File: src/hdl/ihexld_pkg.sv
// ----------------------------------------------------------------------------
// ihexld_pkg
// Shared types, codes and the hex digit decoder of the hex record loader.
// ----------------------------------------------------------------------------
`default_nettype none

package ihexld_pkg;

    localparam int IMG_END_W = 17;

    localparam logic [7:0] COLON_CHAR  = 8'h3A;
    localparam logic [7:0] ERASED_BYTE = 8'hFF;

    // record byte positions
    localparam logic [6:0] IDX_LENGTH     = 7'd0;
    localparam logic [6:0] IDX_ADDR_HI    = 7'd1;
    localparam logic [6:0] IDX_ADDR_LO    = 7'd2;
    localparam logic [6:0] IDX_KIND       = 7'd3;
    localparam logic [6:0] IDX_DATA       = 7'd4;
    localparam logic [6:0] MIN_RECORD     = 7'd5;
    localparam logic [6:0] BYTE_INDEX_MAX = 7'd127;

    localparam logic [7:0] KIND_DATA   = 8'h00;
    localparam logic [7:0] KIND_EOF    = 8'h01;
    localparam logic [7:0] KIND_SEG    = 8'h02;
    localparam logic [7:0] SEG_LENGTH  = 8'd2;

    typedef enum logic [3:0] {
        PH_COLON = 4'b0001,
        PH_HIGH  = 4'b0010,
        PH_LOW   = 4'b0100,
        PH_SKIP  = 4'b1000
    } phase_t;

    typedef enum logic [2:0] {
        ST_OK       = 3'd0,
        ST_END      = 3'd1,
        ST_FORMAT   = 3'd2,
        ST_LENGTH   = 3'd3,
        ST_SEG_LEN  = 3'd4,
        ST_BAD_KIND = 3'd5,
        ST_DUP      = 3'd6,
        ST_RANGE    = 3'd7
    } status_t;

    // what the parser hands to the memory stage for one character
    typedef struct packed {
        logic                 finish;
        status_t              base;
        logic                 store;
        logic [IMG_END_W-1:0] addr;
        logic [7:0]           data;
    } parse_res_t;

    // {valid, value}
    function automatic logic [4:0] hex_digit(input logic [7:0] c);
        logic [4:0] r;
        r = '0;
        if (c >= 8'h30 && c <= 8'h39)
        begin
            r = {1'b1, 4'(c - 8'h30)};
        end
        else if (c >= 8'h41 && c <= 8'h46)
        begin
            r = {1'b1, 4'(c - 8'h37)};
        end
        else if (c >= 8'h61 && c <= 8'h66)
        begin
            r = {1'b1, 4'(c - 8'h57)};
        end
        return r;
    endfunction

endpackage

`default_nettype wire

File: src/hdl/ihexld_parser.sv
// ----------------------------------------------------------------------------
// ihexld_parser
// Character level record parser: colon, digit pairing, header fields,
// format and length checks and the line end decision without memory checks.
// ----------------------------------------------------------------------------
`default_nettype none

module ihexld_parser #(
    parameter int MAX_LINE_CHARS = 255
) (
    input  wire logic                   clk,
    input  wire logic                   rst_n,
    input  wire logic                   feed_en,
    input  wire logic [7:0]             char_code,
    input  wire logic                   line_end,
    output ihexld_pkg::parse_res_t      res
);

    import ihexld_pkg::*;

    phase_t      phase_reg, phase_next;
    logic [3:0]  nibble_reg, nibble_next;
    logic [6:0]  byte_idx_reg, byte_idx_next;
    logic [7:0]  rec_len_reg, rec_len_next;
    logic [15:0] rec_addr_reg, rec_addr_next;
    logic [7:0]  rec_kind_reg, rec_kind_next;
    logic        fmt_reg, fmt_next;
    logic        len_reg, len_next;
    logic        halted_reg, halted_next;

    logic        active;
    logic [4:0]  digit;
    logic [8:0]  pos;
    logic        pos_long;
    logic [6:0]  data_idx;
    status_t     base;

    assign active   = feed_en & ~halted_reg;
    assign digit    = hex_digit(char_code);
    assign pos      = 9'd2 + 9'({byte_idx_reg, 1'b0}) + 9'(phase_reg == PH_LOW);
    assign pos_long = pos > 9'(MAX_LINE_CHARS);
    assign data_idx = byte_idx_reg - IDX_DATA;

    always_comb
    begin
        phase_next    = phase_reg;
        nibble_next   = nibble_reg;
        byte_idx_next = byte_idx_reg;
        rec_len_next  = rec_len_reg;
        rec_addr_next = rec_addr_reg;
        rec_kind_next = rec_kind_reg;
        fmt_next      = fmt_reg;
        len_next      = len_reg;
        halted_next   = halted_reg;
        base          = ST_OK;

        res.finish = 1'b0;
        res.base   = ST_OK;
        res.store  = 1'b0;
        res.addr   = IMG_END_W'(rec_addr_reg) + IMG_END_W'(data_idx);
        res.data   = {nibble_reg, digit[3:0]};

        if (active)
        begin
            case (phase_reg)
                PH_COLON:
                begin
                    if (char_code == COLON_CHAR)
                    begin
                        phase_next = PH_HIGH;
                    end
                    else
                    begin
                        fmt_next   = 1'b1;
                        phase_next = PH_SKIP;
                    end
                end
                PH_HIGH, PH_LOW:
                begin
                    if (pos_long)
                    begin
                        len_next = 1'b1;
                    end
                    if (!digit[4])
                    begin
                        fmt_next   = 1'b1;
                        phase_next = PH_SKIP;
                    end
                    else if (phase_reg == PH_HIGH)
                    begin
                        nibble_next = digit[3:0];
                        phase_next  = PH_LOW;
                    end
                    else
                    begin
                        case (byte_idx_reg)
                            IDX_LENGTH:  rec_len_next  = res.data;
                            IDX_ADDR_HI: rec_addr_next = {res.data, 8'h00};
                            IDX_ADDR_LO: rec_addr_next = {rec_addr_reg[15:8], res.data};
                            IDX_KIND:    rec_kind_next = res.data;
                            default:
                            begin
                                // data byte, flags from earlier in the line block it
                                res.store = ({1'b0, data_idx} < rec_len_reg)
                                          & (rec_kind_reg == KIND_DATA)
                                          & ~fmt_reg & ~len_reg & ~pos_long;
                            end
                        endcase
                        if (byte_idx_reg < BYTE_INDEX_MAX)
                        begin
                            byte_idx_next = byte_idx_reg + 7'd1;
                        end
                        else
                        begin
                            len_next = 1'b1;
                        end
                        phase_next = PH_HIGH;
                    end
                end
                PH_SKIP:
                begin
                end
                default:
                begin
                end
            endcase

            if (line_end)
            begin
                if (fmt_next || phase_next == PH_LOW || phase_next == PH_SKIP)
                begin
                    base = ST_FORMAT;
                end
                else if (len_next || byte_idx_next < MIN_RECORD ||
                         8'({1'b0, byte_idx_next} - {1'b0, MIN_RECORD}) != rec_len_next)
                begin
                    base = ST_LENGTH;
                end
                else if (rec_kind_next == KIND_SEG)
                begin
                    base = (rec_len_next != SEG_LENGTH) ? ST_SEG_LEN : ST_BAD_KIND;
                end
                else if (rec_kind_next == KIND_EOF)
                begin
                    base = ST_END;
                end
                else if (rec_kind_next != KIND_DATA)
                begin
                    base = ST_BAD_KIND;
                end
                res.finish    = 1'b1;
                res.base      = base;
                halted_next   = (base != ST_OK);
                phase_next    = PH_COLON;
                nibble_next   = '0;
                byte_idx_next = '0;
                rec_len_next  = '0;
                rec_addr_next = '0;
                rec_kind_next = '0;
                fmt_next      = 1'b0;
                len_next      = 1'b0;
            end
        end
    end

    always_ff @(posedge clk or negedge rst_n)
    begin
        if (!rst_n)
        begin
            phase_reg    <= PH_COLON;
            nibble_reg   <= '0;
            byte_idx_reg <= '0;
            rec_len_reg  <= '0;
            rec_addr_reg <= '0;
            rec_kind_reg <= '0;
            fmt_reg      <= 1'b0;
            len_reg      <= 1'b0;
            halted_reg   <= 1'b0;
        end
        else
        begin
            phase_reg    <= phase_next;
            nibble_reg   <= nibble_next;
            byte_idx_reg <= byte_idx_next;
            rec_len_reg  <= rec_len_next;
            rec_addr_reg <= rec_addr_next;
            rec_kind_reg <= rec_kind_next;
            fmt_reg      <= fmt_next;
            len_reg      <= len_next;
            halted_reg   <= halted_next;
        end
    end

endmodule

`default_nettype wire

File: config.mk
export PLATFORM = sky130hd
export DESIGN_NAME = ihexld_parser
export DESIGN_NICKNAME = d
export VERILOG_FILES = /design/src/hdl/ihexld_pkg.sv /design/src/hdl/ihexld_parser.sv
export SDC_FILE = /design/constraint.sdc
export NUM_CORES = 1
export LEC_CHECK = 0
export BUFFER_PORTS_ARGS = -buffer_cell sky130_fd_sc_hd__buf_4
export CAP_MARGIN = 20
export CORE_MARGIN = 8
export CORE_UTILIZATION = 46
export CTS_CLUSTER_SIZE = 20
export DETAILED_ROUTE_END_ITERATION = 7
export GPL_ROUTABILITY_DRIVEN = 1
export PLACE_DENSITY = 0.68
export SLEW_MARGIN = 20
export SYNTH_ARGS = -nofsm -noshare
export SYNTH_HDL_FRONTEND = slang
export SYNTH_SLANG_ARGS = --single-unit
File: constraint.sdc
create_clock -name clk -period 3.71 [get_ports clk]
set_clock_uncertainty 0.2 [all_clocks]
set_input_delay 0.1855 -clock clk [delete_from_list [all_inputs] [get_ports clk]]
set_output_delay 0.1855 -clock clk [all_outputs]
set_load 0.05 [all_outputs]
==> reports/results.ini <==
[status]
outcome=complete, but fails checks
failed_checks=setup timing

[detailed_routing]
drtPass1Iterations=5
avgViaCountPerCell=6.17
vias=4376
ant_nets=0
avgRoutedWirePerCell_microns=19.7
drc_errors=0
drt_iter0_drc=416
finalWirelength_microns=14000

[logic_synthesis]
syn_area_per_cell_sq_um=8.17
ys_warn_count=0
synth_edf_count=0
ys_ff_latch=50
synth_area_sq_um=4220
yosysSeqAreaShare=0.297
async_reset_ff_frac=1.00
ys_types=76
synthCells=517
synth_ff_type=dfrtp_1
syn-num-nets=555

[run]
cap_violations=0

[floorplan]
die_area_sq_um=12500
die_h_microns=112
core_sq_um=9060
ios=42
initial_core_util=0.466
die_x_microns=112
rows=35

[sta]
fin_crit_sh=1.05
grt_setup_unrepaired=yes
hold_violations=0
whs_ns=0.0626
period_needed_ns=3.90
slew_viol_final=0
relSlewSlack=0.536
max_freq_mhz=256
worst_pin_slew_ns=0.696
layout_setup_ws_ns=-0.194
setup_viol=3

[cts]
cts_buffers=5
path_clk_slew_ns=0.10
insertion_delay_ns=0.31
clock_path_buffers=2
cts_sinks=50
htreeDepth=2
clock-root-buffer=clkbuf_8
cts_tree=done

[final_layout]
drive_gt1_frac=0.266
final_util=0.590
syn_to_final_growth_pct=26.5
antenna_cells=0
fin_nets=635
largest_reg_flops=16

[critical_path]
crit_type=flip-flop to output pin
end_kind=output pin
cp_max_fo=5
reg2reg_depth=12
r2r_slack_ns=0.40
worst_ep_arrival_time_ns=3.52
critPathLaunchType=flip-flop
required_ns=3.32

[hold_path]
hold_class=input pin to flip-flop
hold_path_depth=2

[global_routing]
grt_max_degree=51
grt.total_usage=0.220
grt_pass1_vias=4485
top_usage_layer=met2
globalRouteMet2Util=0.359
grt_overflow=0
grtUsageMet3=0.0417
grt_pass1_wl_microns=22600
met1_usage=0.279
antenna_found_initial=0

[placement]
dp_hpwl_microns=10400
port_buffers=41
gp_congestion=0.959

[power_and_ir_drop]
p_total_mw=2.04
p_per_area_nw_per_um2=382
p_leak_nw=2.38
vdd_drop_max_mv=0.208

-- metrics by stage --
step | area (sq um) | setup TNS [ns] | setup WS [ns] | cells
2_1_floorplan | 4220 | -0.230 | -0.111 | 517
3_3_place_gp | 4950 | 0 | 0.00881 | 693
3_5_place_dp | 4950 | -0.535 | -0.192 | 693
4_1_cts | 5230 | -0.216 | -0.0870 | 708
5_1_grt | 5340 | -0.987 | -0.344 | 709
6_report | 5340 | -0.504 | -0.194 | 709
-- final cells by class --
cell class,count,area (sq um)
repair buffers,101,772
flip-flops and latches,50,1250
fillers,839,3720
clock inverters,3,23.8
well taps,111,139
inverters,31,116
clock buffers,5,68.8
multi-input cells,408,2970
-- routing by layer --
metal / routed length (microns) / share of wire
met3: 1060 / 0.076
met4: 340 / 0.024
met1: 5970 / 0.43
met2: 6580 / 0.47
met5: 0 / 0
-- worst paths after layout --
kind                            startpoint               to
min reg2reg                rec_kind_reg[3]  rec_kind_reg[3]
max in group asynchronous            rst_n  byte_idx_reg[0]
max                           phase_reg[1]          res[27]
min in group asynchronous            rst_n  rec_addr_reg[7]
max reg2reg                   phase_reg[1]       halted_reg
min                               line_end   rec_len_reg[6]
-- synthesized netlist by cell type, drive strengths merged (6+ instances only) --
cell type,number,share of area
a21o,7,0.012
a21oi,20,0.025
a22oi,14,0.025
a31oi,6,0.0089
buf,7,0.0089
clkbuf,21,0.019
dfrtp,49,0.29
ha,25,0.074
inv,31,0.028
mux2i,10,0.024
nand2,61,0.054
nand3,16,0.019
nor2,38,0.034
nor2b,7,0.010
nor3,15,0.019
nor4b,7,0.016
o2111ai,6,0.012
o211ai,8,0.015
o21ai,56,0.067
o22ai,9,0.013
xnor2,14,0.029
xor2,9,0.019
-- worst max-delay path, cell delays in order, from the launching register on --
cell	delay, ns
dfrtp_1	0.39
or4b_4	0.56
a211oi_4	0.30
o21ai_4	0.17
nor2_4	0.14
a21oi_4	0.05
ha_4	0.18
nor2_2	0.14
mux2i_4	0.10
or3b_4	0.43
a221oi_4	0.30
buf_6	0.16
a31oi_1	0.07
buf_4	0.22
-- cell usage in the layout, fill, tap and decap left out, drive strengths merged, types with 6 or more instances in the layout --
cell / instances
nor2: 38
a21o: 7
nor3: 15
dfrtp: 49
o21ai: 56
ha: 25
nand2: 61
a31oi: 6
buf: 100
nor4b: 7
mux2i: 10
nor2b: 7
nand3: 16
inv: 32
o22ai: 9
a22oi: 14
xnor2: 14
a21oi: 20
o2111ai: 6
xor2: 9
o211ai: 8
-- kinds of logic after synthesis --
logic type | synth area share
and+or+nand+nor | 0.241
AOI/OAI and AO/OA | 0.246
buffers and inverters | 0.0551
DFF | 0.297
adders and majority gates | 0.0788
xor gates and xnor gates | 0.0584
muxes | 0.0237
-- timing repair --
| action | in CTS | in global routing |
|---|---|---|
| gates resized for setup | 26 | 22 |
| hold buffers | 1 | 0 |
| endpoints found under the setup margin | 7 | 12 |
| setup buffers | 6 | 1 |
| hold endpoints to repair | 49 | 0 |
| pin swaps | 10 | 8 |
-- where the power goes --
part / total [mW] / switching (mW) / internal (mW)
clock: 0.333 / 0.198 / 0.135
sequential: 0.653 / 0.0542 / 0.599
combinational: 1.05 / 0.638 / 0.416
Power figures use the tool's default switching activity.
